$ cat config.mk
export PLATFORM = sky130hd
export DESIGN_NAME = pwm_motor_command_controller
export DESIGN_NICKNAME = d
export VERILOG_FILES = /design/src/hw/rtl/pmc_pkg.sv /design/src/hw/rtl/pmc_core.sv /design/src/hw/rtl/pwm_motor_command_controller.sv
export SDC_FILE = /design/constraint.sdc
export NUM_CORES = 1
export LEC_CHECK = 0
export BUFFER_PORTS_ARGS = -buffer_cell sky130_fd_sc_hd__buf_2
export CAP_MARGIN = 10
export CORE_MARGIN = 2
export CORE_UTILIZATION = 31
export DETAILED_ROUTE_END_ITERATION = 8
export GPL_TIMING_DRIVEN = 0
export HOLD_SLACK_MARGIN = 0.06
export MAX_ROUTING_LAYER = met4
export PLACE_DENSITY_LB_ADDON = 0.1
export SLEW_MARGIN = 0
export SYNTH_ARGS = -nofsm -noshare
export SYNTH_HDL_FRONTEND = slang
export SYNTH_SLANG_ARGS = --single-unit
export TNS_END_PERCENT = 30
$ cat constraint.sdc
create_clock -name clk -period 19 [get_ports clk]
set_input_delay 3.8 -clock clk [delete_from_list [all_inputs] [get_ports clk]]
set_output_delay 3.8 -clock clk [all_outputs]
set_load 0.02 [all_outputs]
$ cat src/hw/rtl/pmc_pkg.sv
// pmc_pkg: payload structs, codes, reset values and the duty digit split
// for the PWM motor command controller. No dependencies.
package pmc_pkg;

  typedef enum logic [1:0] {
    OP_TICK = 2'd0,
    OP_BYTE = 2'd1,
    OP_KEY  = 2'd2,
    OP_NOP  = 2'd3
  } opcode_t;

  typedef enum logic [1:0] {
    KEY_UP   = 2'd0,
    KEY_DOWN = 2'd1,
    KEY_FWD  = 2'd2,
    KEY_REV  = 2'd3
  } key_t;

  localparam logic [7:0] CMD_UP      = 8'h06;
  localparam logic [7:0] CMD_DOWN    = 8'h04;
  localparam logic [7:0] CMD_FWD     = 8'h0F;
  localparam logic [7:0] CMD_REV     = 8'h05;
  localparam logic [7:0] CMD_LEFT    = 8'h09;
  localparam logic [7:0] CMD_RIGHT   = 8'h0A;
  localparam logic [7:0] CMD_STOP    = 8'h0B;

  localparam logic [1:0] REG_DUTY_STEP  = 2'd0;
  localparam logic [1:0] REG_DUTY_MAX   = 2'd1;
  localparam logic [1:0] REG_PWM_PERIOD = 2'd2;

  localparam logic [3:0] BRIDGE_FWD     = 4'b1010;
  localparam logic [3:0] BRIDGE_REV     = 4'b0101;
  localparam logic [3:0] BRIDGE_LEFT_F  = 4'b1000;
  localparam logic [3:0] BRIDGE_LEFT_R  = 4'b0100;
  localparam logic [3:0] BRIDGE_RIGHT_F = 4'b0010;
  localparam logic [3:0] BRIDGE_RIGHT_R = 4'b0001;
  localparam logic [3:0] BRIDGE_OFF     = 4'b0000;

  localparam logic [6:0] DUTY_RESET       = 7'd20;
  localparam logic [6:0] DUTY_STEP_RESET  = 7'd10;
  localparam logic [6:0] DUTY_MAX_RESET   = 7'd100;
  localparam logic [6:0] PERIOD_RESET     = 7'd100;
  localparam logic [6:0] HUNDRED          = 7'd100;

  typedef struct packed {
    logic [1:0] opcode;
    logic [7:0] data_byte;
    logic [1:0] key_code;
  } in_t;

  typedef struct packed {
    logic       pwm_level;
    logic       left_fwd;
    logic       left_rev;
    logic       right_fwd;
    logic       right_rev;
    logic [6:0] duty_now;
    logic       digit_hundreds;
    logic [3:0] digit_tens;
    logic [3:0] digit_ones;
  } out_t;

  typedef struct packed {
    logic [6:0] duty_step;
    logic [6:0] duty_max;
    logic [6:0] pwm_period;
  } cfg_t;

  typedef struct packed {
    logic [6:0] duty;
    logic [6:0] phase;
    logic [3:0] bridge;
    logic       level;
  } state_t;

  typedef struct packed {
    logic       hundreds;
    logic [3:0] tens;
    logic [3:0] ones;
  } digits_t;

  // tens by reciprocal: x * 205 >> 11 is exact for x below 100
  function automatic digits_t split_digits(input logic [6:0] value);
    digits_t    d;
    logic [6:0] rem;
    logic [14:0] prod;
    logic [6:0] tens_x10;
    d.hundreds = (value >= HUNDRED);
    rem        = d.hundreds ? (value - HUNDRED) : value;
    prod       = 15'(rem) * 15'd205;
    d.tens     = prod[14:11];
    tens_x10   = 7'(d.tens) * 7'd10;
    d.ones     = 4'(rem - tens_x10);
    return d;
  endfunction

endpackage

$ cat src/hw/rtl/pmc_core.sv
// pmc_core: next-state and result logic for one beat of the controller.
// Purely combinational; depends on pmc_pkg.
module pmc_core #(
  parameter int FRAME_BYTES = 3,
  parameter int POS_W       = 2
) (
  input  pmc_pkg::in_t    item,
  input  pmc_pkg::cfg_t   cfg,
  input  pmc_pkg::state_t cur,
  input  logic [POS_W-1:0] pos,
  output pmc_pkg::state_t nxt,
  output logic [POS_W-1:0] pos_nxt,
  output pmc_pkg::out_t   result
);

  logic [7:0]          up_sum;
  logic [6:0]          duty_up;
  logic [6:0]          duty_down;
  logic [6:0]          phase_inc;
  pmc_pkg::digits_t    dig;

  assign up_sum    = {1'b0, cur.duty} + {1'b0, cfg.duty_step};
  assign duty_up   = (up_sum >= {1'b0, cfg.duty_max}) ? cfg.duty_max : up_sum[6:0];
  assign duty_down = (cur.duty <= cfg.duty_step) ? 7'd0 : (cur.duty - cfg.duty_step);
  assign phase_inc = cur.phase + 7'd1;

  always_comb begin
    nxt     = cur;
    pos_nxt = pos;
    case (item.opcode)
      pmc_pkg::OP_TICK: begin
        nxt.level = (cur.duty > phase_inc);
        nxt.phase = (phase_inc >= cfg.pwm_period) ? 7'd0 : phase_inc;
      end
      pmc_pkg::OP_BYTE: begin
        if (pos == POS_W'(FRAME_BYTES - 1)) begin
          pos_nxt = '0;
          case (item.data_byte)
            pmc_pkg::CMD_UP:    nxt.duty   = duty_up;
            pmc_pkg::CMD_DOWN:  nxt.duty   = duty_down;
            pmc_pkg::CMD_FWD:   nxt.bridge = pmc_pkg::BRIDGE_FWD;
            pmc_pkg::CMD_REV:   nxt.bridge = pmc_pkg::BRIDGE_REV;
            pmc_pkg::CMD_LEFT:  nxt.bridge = cur.bridge[1] ? pmc_pkg::BRIDGE_LEFT_F
                                                           : pmc_pkg::BRIDGE_LEFT_R;
            pmc_pkg::CMD_RIGHT: nxt.bridge = cur.bridge[3] ? pmc_pkg::BRIDGE_RIGHT_F
                                                           : pmc_pkg::BRIDGE_RIGHT_R;
            pmc_pkg::CMD_STOP:  nxt.bridge = pmc_pkg::BRIDGE_OFF;
            default: ;
          endcase
        end else begin
          pos_nxt = pos + POS_W'(1);
        end
      end
      pmc_pkg::OP_KEY: begin
        case (item.key_code)
          pmc_pkg::KEY_UP:   nxt.duty   = duty_up;
          pmc_pkg::KEY_DOWN: nxt.duty   = duty_down;
          pmc_pkg::KEY_FWD:  nxt.bridge = pmc_pkg::BRIDGE_FWD;
          default:           nxt.bridge = pmc_pkg::BRIDGE_REV;
        endcase
      end
      default: ;
    endcase
  end

  assign dig = pmc_pkg::split_digits(nxt.duty);

  always_comb begin
    result.pwm_level      = nxt.level;
    result.left_fwd       = nxt.bridge[3];
    result.left_rev       = nxt.bridge[2];
    result.right_fwd      = nxt.bridge[1];
    result.right_rev      = nxt.bridge[0];
    result.duty_now       = nxt.duty;
    result.digit_hundreds = dig.hundreds;
    result.digit_tens     = dig.tens;
    result.digit_ones     = dig.ones;
  end

endmodule

$ cat src/hw/rtl/pwm_motor_command_controller.sv
// pwm_motor_command_controller: top level with state, configuration and
// result registers around pmc_core. Depends on pmc_pkg and pmc_core.
//
//   channel | ports                          | beat
//   in      | in_valid, in_ready, in_data    | tick, serial byte, key press or nop
//   out     | out_valid, out_ready, out_data | levels, bridge bits, duty, digits
//   cfg     | cfg_we, cfg_idx, cfg_wdata     | one register write, no wait
//
// One beat a cycle while out_ready does not stall: each accepted item updates
// state and loads the result register, whose result appears the next cycle.
// in_ready is high while the result register is empty or being drained.
// Synchronous active-low reset restores duty 20, phase 0, forward bridge.
// A stalled out_ready holds the result and blocks the next input beat.
module pwm_motor_command_controller #(
  parameter int FRAME_BYTES = 3
) (
  input  logic           clk,
  input  logic           rst_n,
  input  logic           in_valid,
  output logic           in_ready,
  input  pmc_pkg::in_t   in_data,
  output logic           out_valid,
  input  logic           out_ready,
  output pmc_pkg::out_t  out_data,
  input  logic           cfg_we,
  input  logic [1:0]     cfg_idx,
  input  logic [6:0]     cfg_wdata
);

  localparam int POS_W = (FRAME_BYTES > 1) ? $clog2(FRAME_BYTES) : 1;

  pmc_pkg::cfg_t    cfg_r;
  pmc_pkg::state_t  state_r;
  pmc_pkg::state_t  state_nxt;
  logic [POS_W-1:0] pos_r;
  logic [POS_W-1:0] pos_nxt;
  pmc_pkg::out_t    out_r;
  pmc_pkg::out_t    out_nxt;
  logic             out_valid_r;
  logic             accept;

  assign in_ready  = !out_valid_r || out_ready;
  assign accept    = in_valid && in_ready;
  assign out_valid = out_valid_r;
  assign out_data  = out_r;

  pmc_core #(
    .FRAME_BYTES (FRAME_BYTES),
    .POS_W       (POS_W)
  ) u_core (
    .item    (in_data),
    .cfg     (cfg_r),
    .cur     (state_r),
    .pos     (pos_r),
    .nxt     (state_nxt),
    .pos_nxt (pos_nxt),
    .result  (out_nxt)
  );

  always_ff @(posedge clk) begin
    if (!rst_n) begin
      cfg_r.duty_step  <= pmc_pkg::DUTY_STEP_RESET;
      cfg_r.duty_max   <= pmc_pkg::DUTY_MAX_RESET;
      cfg_r.pwm_period <= pmc_pkg::PERIOD_RESET;
    end else if (cfg_we) begin
      case (cfg_idx)
        pmc_pkg::REG_DUTY_STEP:  cfg_r.duty_step  <= cfg_wdata;
        pmc_pkg::REG_DUTY_MAX:   cfg_r.duty_max   <= cfg_wdata;
        pmc_pkg::REG_PWM_PERIOD: cfg_r.pwm_period <= cfg_wdata;
        default: ;
      endcase
    end
  end

  always_ff @(posedge clk) begin
    if (!rst_n) begin
      state_r.duty   <= pmc_pkg::DUTY_RESET;
      state_r.phase  <= '0;
      state_r.bridge <= pmc_pkg::BRIDGE_FWD;
      state_r.level  <= 1'b0;
      pos_r          <= '0;
      out_valid_r    <= 1'b0;
    end else begin
      if (accept) begin
        state_r     <= state_nxt;
        pos_r       <= pos_nxt;
        out_valid_r <= 1'b1;
      end else if (out_ready) begin
        out_valid_r <= 1'b0;
      end
    end
  end

  always_ff @(posedge clk) begin
    if (accept) begin
      out_r <= out_nxt;
    end
  end

  a_no_overwrite: assert property (@(posedge clk) disable iff (!rst_n)
    accept |-> !(out_valid_r && !out_ready))
    else $error("input beat taken while result stalled");

  a_bridge_safe: assert property (@(posedge clk) disable iff (!rst_n)
    !(state_r.bridge[3] && state_r.bridge[2]) && !(state_r.bridge[1] && state_r.bridge[0]))
    else $error("both drive bits of one bridge high");

  a_duty_held: assert property (@(posedge clk) disable iff (!rst_n)
    !accept |=> $stable(state_r.duty))
    else $error("duty changed without an input beat");

  a_result_tracks: assert property (@(posedge clk) disable iff (!rst_n)
    out_valid_r |-> (out_r.duty_now == state_r.duty))
    else $error("result duty differs from state");

  a_digits: assert property (@(posedge clk) disable iff (!rst_n)
    out_valid_r |-> ((8'(out_r.digit_hundreds) * 8'd100 + 8'(out_r.digit_tens) * 8'd10
                      + 8'(out_r.digit_ones)) == 8'(out_r.duty_now)))
    else $error("decimal digits do not match duty");

endmodule
Word-level counts from Yosys, hierarchy flattened
Cells that the tools add are included.
Widths: inputs -> output; s select.
- bits in registers: 64
- bits of input ports: 26
- output and inout bits: 23
- word-level logic and storage cells: 76
- add/sub/neg operators: 6
- $mul: 2
- magnitude comparators: 5
- equality and inequality tests: 14
- mux-type cells: 18
- reductions and logical operators: 13
- operator list (cell ; count):
    $pmux 7 s2 ; 3
    $mux 7 ; 5
    $eq 8x4->1 const B ; 4
    $eq 8x3->1 const B ; 3
    $pmux 4 s5 ; 1
    $pmux 4 s2 ; 2
    $mul 7x8->15 const B ; 1
    $reduce_and 2->1 ; 5
    $add 7x7->8 ; 1
    $eq 2x2->1 const B ; 4
    $ge 8x7->1 ; 1
    $mux 4 ; 2
    $add 7x1->7 const B ; 1
    $ge 7x7->1 ; 1
    $ge 7x7->1 const B ; 1
    $gt 7x7->1 ; 1
    $le 7x7->1 ; 1
    $sub 7x7->7 ; 1
    $sub 7x7->7 const B ; 1
    $eq 2x1->1 const B ; 3
    $logic_not 2->1 ; 3
    $mul 4x3->3 const B ; 1
    $mux 2 ; 2
    $sub 4x4->4 ; 1
    other kinds (7) ; 9

Longest topological paths before layout
Gate-level depths: netlist of the first run.
- depth after elaboration: 11
- gate-level depth with buffers: 37
- gate-level depth less buffers: 36

Cells and area by module
A second synthesis of the first run with hierarchy kept.
- cells, all modules: 713
- area, all modules: 5997.0 um^2
- by module, submodules not included (module ; times used ; cells each ; area an instance (um^2) ; seq. area each (um^2)):
    pmc_core ; 1 ; 513 ; 3703.6 ; 0.0
    pwm_motor_command_controller ; 1 ; 200 ; 2293.4 ; 1491.4

Worst setup path after synthesis of the first run
Ideal clock, no wire load.
- kind: input port to flip-flop
- from: input port in_data[7] (netlist bit)
- to: register out_r (netlist bit out_data[3]) (data pin)
- setup time: 0.268 ns
- arrival time: 9.648 ns
- data required time: 18.732 ns
- slack: 9.084 ns
- stages on the path: 28
- buffers on the path: 1
- cell sequence: or4_4 > buf_6 > nor4b_4 > o21ai_2 > a41oi_2 > nor2_1 > a221o_2 > o31a_1 > and2_1 > inv_1 > and2_1 > ha_1 > fa_1 > ha_1 > inv_1 > fa_1 > inv_1 > ha_1 > nand4_1 > nor2_1 > a31oi_4 > and2b_1 > xnor2_1 > ha_1 > inv_1 > fa_1 > xor2_1 > xnor3_1
- RTL lines (what ; RTL line ; source):
    start: declaration ; pwm_motor_command_controller.sv:21 ; input pmc_pkg::in_t in_data,
    end signal: assignment ; pwm_motor_command_controller.sv:96 ; out_r <= out_nxt;
    end: declaration ; pwm_motor_command_controller.sv:37 ; pmc_pkg::out_t out_r;

==> flow_summary.yaml, run 1 <==
setup_path:
  r2r_slack_ps: 9580
  reg2regPathDepth: 32
  crit_required_ps: 19080
  max_stage_delay_ps: 520
  setup.worst_path.end_class: "flip-flop"
  startpoint_type: "input pin"
  r2r-start: "state_r[15]"
  crit_path_max_fanout: 7
  critical-path-slowest-cell: "or4_4"
  crit_type: "input pin to flip-flop"
  worst_r2r_endpoint: "out_data[3]"
  worstPathArrival_ps: 10500
global_route:
  overflow: 0
  antenna_found_initial: 0
  grt_max_degree: 30
  grt_pass1_vias: 4693
  gr-usage-all-layers_pct: 17.36
  grt_pass1_wl_um: 24130
sta:
  fin_crit_sh_pct: 54.85
  tightestPinTransition_ps: 917.0
  drv_slew: 0
  holdWs_ps: 494.6
  fin_skew_ps: 9.260
  finalSetupViolCount: 0
  timing.fmax_mhz: 95.96
  hold_violations: 0
  grt_setup_unrepaired: "no"
  max-slew-margin-rel_pct: 37.90
  layout_min_cycle_time_ps: 10420
  setup_tns_ps: 0
power_and_ir_drop:
  power_density_mw_per_mm2: 85.02
  seqPwrFrac_pct: 30.7
  switching_share_pct: 34.83
  max-vdd-ir-drop_mv: 0.05777
  power.leakage_nw: 2.827
  power_frac_clock_pct: 33.1
  p_switching_mw: 0.1867
  internal_power_mw: 0.3493
  pwr-share-comb_pct: 36.2
floorplanning:
  io_pins: 49
  chipHeight_um: 136.9
  row_count: 48
  start_util_pct: 31.63
  die_x_um: 136.9
  die_area_mm2: 0.01873
  placeableCoreArea_mm2: 0.01730
detailed_routing:
  antenna_left: 0
  drt-pass1-iter-count: 4
  via_per_inst: 5.143
  vias: 4726
  post_drt_wl_per_cell_um: 16.31
  drcViolationCount: 0
  wl_um: 14990
  drt_iter0_drc: 346
hold_path:
  hold_depth: 2
  hold_end: "pos_r[1]"
  hp-class: "flip-flop to flip-flop"
  hold_start: "pos_r[1]"
placement:
  hpwl_um: 11930
  placed_cell_area_mm2: 0.005979
  place_congestion: 0.8870
  port_buffers: 45
  placedCellCount: 903
synth:
  synth_area_leaders: "ha_1 17%, dfxtp_1 16%, edfxtp_1 11%"
  ys_seq_area_share_pct: 26.71
  synthSimpleGateAreaFrac_pct: 20.31
  synth-compound-area-share_pct: 19.92
  synthMostInstantiatedCell: "ha_1"
  netlist_area_mm2: 0.005471
  yosysTopAreaCell: "ha_1"
  synthDistinctLibCells: 75
  syn_nets: 743
  synth_xor_area_share_pct: 3.430
  synth_top_area_share_pct: 16.69
  syn_avg_cell_area_um2: 8.644
  synthMuxAreaShare_pct: 2.218
  synth_fa_ha_area_share_pct: 20.90
  synthCells: 633
  synth-seq-cells: 63
  ys_top_cells_by_count: "73 x ha_1, 68 x inv_1, 59 x nand2_1, 46 x o21ai_0, 43 x dfxtp_1"
  synth_top_family_by_area: "adder cells"
  synthFlopType: "dfxtp_1"
  ys_warn_count: 0
  synth-async-reset-ratio_pct: 0
  synth_edf_count: 20
layout:
  fillers: 1800
  n_antenna_cell: 0
  syn_to_final_growth_pct: 15.21
  multiInputGateArea_mm2: 0.003654
  final_cells: 919
  drive_gt1_share_pct: 13.11
  final-seq-area_mm2: 0.001461
  final_nets: 799
  finalInstanceArea_mm2: 0.006304
flow_run:
  cap_violations: 0
clock_tree:
  path_clk_slew_ps: 50
  cts_resized: 0
  htree_levels: 3
  post_cts_buffers: 0
  numCtsBuffers: 9
  insertion_delay_ps: 340
  cts-root-buf: "clkbuf_16"
  cts_hold_buf: 0
  clock_sinks: 63
  clock_path_buffers: 2
  cts_tree: "yes"
outcome:
  outcome: "finished clean"
stage by stage:
step	power [mW]	utilization, %	worst slack, ps
3_3_place_gp	0.3595	34.56	8239
4_1_cts	0.5429	36.44	8552
2_1_floorplan	0.3085	-	9084
5_1_grt	0.5758	36.44	8227
3_5_place_dp	0.3622	34.57	8202
6_report	0.5359	36.44	8579
power by group through the flow:
stage	combinational, mW	sequential [mW]	clock [mW]
CTS	0.196	0.165	0.182
global route	0.223	0.166	0.187
detailed placement	0.195	0.168	0
global placement	0.192	0.168	0
floorplan	0.133	0.176	0
finish	0.194	0.165	0.177
worst max path at each step:
stage / start / end / slack (ps)
floorplan: in_data[7] / out_data[3] / 9080
global placement: in_data[7] / out_data[3] / 8240
detailed placement: in_data[7] / out_data[3] / 8200
CTS: in_data[7] / out_data[3] / 8550
global route: in_data[7] / out_data[3] / 8230
finish: in_data[7] / out_data[3] / 8580
sequential cells by signal, indices dropped and copies added (netlist names):
| signal | count |
|---|---|
| cfg_r | 21 |
| out_valid | 1 |
| state_r | 19 |
| out_data | 20 |
| pos_r | 2 |
layout make-up:
type,count,share of cell area [%]
timing repair buffer,45,3.573
clock inverter,5,0.9528
inverter,68,4.049
clock buffer,11,4.188
tap,225,4.466
sequential,63,23.18
buffer,22,1.628
multi-input combinational,480,57.96
critical path: cells and delay by family:
kind / cells / cell delay, ps
buffers and inverters: 6 / 430
and+or+nand+nor: 8 / 1900
adders and majority gates: 7 / 2390
xor gates and xnor gates: 3 / 770
AOI/OAI and AO/OA: 5 / 1180
cells by family (layout without fill, tap and decap cells):
family / count (synthesis) / in the layout
xor gates and xnor gates: 19 / 19
and+or+nand+nor: 209 / 209
buffers and inverters: 90 / 151
AOI/OAI and AO/OA: 155 / 155
muxes: 12 / 12
DFF: 63 / 63
adders and majority gates: 85 / 85
placed cells by master, fill, tap and decap left out, types with 6 or more instances in the layout:
cell	instances
xnor2_1	8
edfxtp_1	20
inv_1	68
xor2_1	9
nor2b_1	29
nor3b_1	9
nand3_1	14
o21ai_0	46
buf_2	48
fa_1	11
a21oi_1	27
dfxtp_1	43
ha_1	73
mux2i_1	11
and2_1	12
nor2_1	37
clkbuf_1	15
a211oi_1	6
clkbuf_16	10
nor3_1	6
nand2_1	59
o211ai_1	7
a21boi_0	7
nand2b_1	14
metal layers:
layer	routed length (um)	global-route usage (%)
met1	7390	23.45
met4	147	4.181
met2	6921	27.06
met5	0	-
met3	530	3.037
Note: power is estimated with default switching activity, not from simulation.
==> run 2: changes to the inputs <==
==> constraint.sdc (replaced) <==
create_clock -name clk -period 8.8 [get_ports clk]
set_input_delay 1.76 -clock clk [delete_from_list [all_inputs] [get_ports clk]]
set_output_delay 1.76 -clock clk [all_outputs]
set_load 0.02 [all_outputs]
==> run 2 against run 1 <==
Effect of this change:
- count of clock-buffer cells in the layout unchanged
- clock skew about the same
- first-iteration DRC count decreased by 15%
- non-clock buffer count increased by 13
- final cell count increased by 1.4%
- die area unchanged
- sequential share of layout area decreased by 0.49 points
- global-route usage increased by 0.056 points
- critical path type is now flip-flop to flip-flop
==> flow_summary.yaml, run 2 (synthesis gave the netlist of run 1 again) <==
global_route:
  grt_pass1_vias: 4702
  grt_pass1_wl_um: 24220
  gr-usage-all-layers_pct: 17.42
  overflow: 0
  antenna_found_initial: 0
  grt_max_degree: 30
floorplanning:
  start_util_pct: 31.63
  row_count: 48
  die_x_um: 136.9
  io_pins: 49
  chipHeight_um: 136.9
  die_area_mm2: 0.01873
  placeableCoreArea_mm2: 0.01730
layout:
  regMostFlops: "cfg_r"
  multiInputGateArea_mm2: 0.003712
  final_nets: 812
  syn_to_final_growth_pct: 18.18
  final_cell_mix: "73 x ha_1, 68 x inv_1, 59 x nand2_1"
  fillers: 1784
  n_antenna_cell: 0
  drive_gt1_share_pct: 16.55
  largest_reg_flops: 21
  layout_commonest_cell: "ha_1"
  final-seq-area_mm2: 0.001468
power_and_ir_drop:
  power.leakage_nw: 2.914
  power_density_mw_per_mm2: 183.2
  max-vdd-ir-drop_mv: 0.1244
setup_path:
  r2r_slack_ps: 310
  worst_r2r_endpoint: "out_data[3]"
  crit_required_ps: 8880
  crit_type: "flip-flop to flip-flop"
  reg2regPathDepth: 35
  critical-path-slowest-cell: "fa_1"
  startpoint_type: "flip-flop"
  cpLargestDelayFamily: "adder cells"
  max_stage_delay_ps: 490
  crit_buf_inv: 6
  setup.worst_path.end_class: "flip-flop"
  worstPathArrival_ps: 8560
  cpMostUsedCell: "ha_1"
  crit_path_max_fanout: 9
  critPathCapture: "out_data[3]"
  critical_path.startpoint: "cfg_r[16]"
  path_depth: 35
  r2r-start: "cfg_r[16]"
clock_tree:
  clock_path_buffers: 2
  clock_sinks: 63
  cts_tree: "yes"
  path_clk_slew_ps: 60
  numCtsBuffers: 9
  htree_levels: 3
  cts-root-buf: "clkbuf_16"
  insertion_delay_ps: 340
sta:
  fin_skew_ps: 8.812
  tightestPinTransition_ps: 725.7
  drv_slew: 0
  layout_min_cycle_time_ps: 8486
  hold_violations: 0
  finalSetupViolCount: 0
  fin_crit_sh_pct: 96.43
  timing.fmax_mhz: 117.8
  holdWs_ps: 495.2
  setup_tns_ps: 0
  max-slew-margin-rel_pct: 51.52
hold_path:
  hp-class: "flip-flop to flip-flop"
detailed_routing:
  via_per_inst: 5.092
  antenna_left: 0
  drcViolationCount: 0
  wl_um: 15220
  vias: 4746
  post_drt_wl_per_cell_um: 16.33
  drt-pass1-iter-count: 4
  drt_iter0_drc: 295
flow_run:
  cap_violations: 0
placement:
  place_congestion: 0.8870
  hpwl_um: 11930
  port_buffers: 45
outcome:
  outcome: "finished clean"
[run 2: metrics by stage]
stage | total power [mW] | cell area, um^2 | cells | worst slack [ps] | util, %
after floorplan | 0.6661 | 5472 | 633 | 851.6 | -
final | 1.185 | 6466 | 932 | 314.1 | 37.38
after CTS | 1.180 | 6344 | 920 | 67.16 | 36.68
after global placement | 0.7762 | 5978 | 903 | -556.1 | 34.56
after global routing | 1.274 | 6466 | 932 | -11.98 | 37.38
after detailed placement | 0.7819 | 5979 | 903 | -547.6 | 34.57
[run 2: routing by layer]
metal	wire length (um)	up-vias	GRT usage [%]
li1	-	2371	-
met1	7200	2266	23.45
met2	7165	97	27.36
met3	737	12	3.037
met4	116	0	3.952
met5	0	-	-
[run 2: worst reg2reg max path: cells and delay by family (launching register included)]
family,cells,cell delay (ps)
fa+ha+maj,9,2910
compound gates,8,2080
simple gates,8,1480
xor+xnor,3,620
buf+inv,6,440
mux,1,370
flops,1,340
[run 2: timing repair]
item                       4_1_cts  5_1_grt
resized for setup                9        7
setup endpoints to repair        2        1
hold buffers                     0        0
gates cloned                     0        0
pin swaps                        1        9
buffers inserted                 1       12
[run 2: final cells by class]
type	count	area share, %
buffer	22	1.587
tap	225	4.354
inverter	68	3.947
multi-input combinational	480	57.41
sequential	63	22.70
timing repair buffer	58	4.992
clock buffer	11	4.083
clock inverter	5	0.9288
[run 2: worst min path at each step]
stage	cells past startpoint	start	end	slack, ps
floorplan	2	state_r[1]	state_r[1]	450
global placement	2	pos_r[1]	pos_r[1]	480
detailed placement	2	pos_r[1]	pos_r[1]	490
CTS	2	pos_r[1]	pos_r[1]	500
global route	2	state_r[3]	state_r[3]	520
finish	2	pos_r[1]	pos_r[1]	500
[run 2: power breakdown]
part | switching, mW | leakage [nW] | internal [mW] | total [mW]
sequential | 0.0166 | 0.549 | 0.339 | 0.356
combinational | 0.257 | 2.20 | 0.188 | 0.446
clock | 0.137 | 0.162 | 0.246 | 0.383
total | 0.411 | 2.91 | 0.773 | 1.18
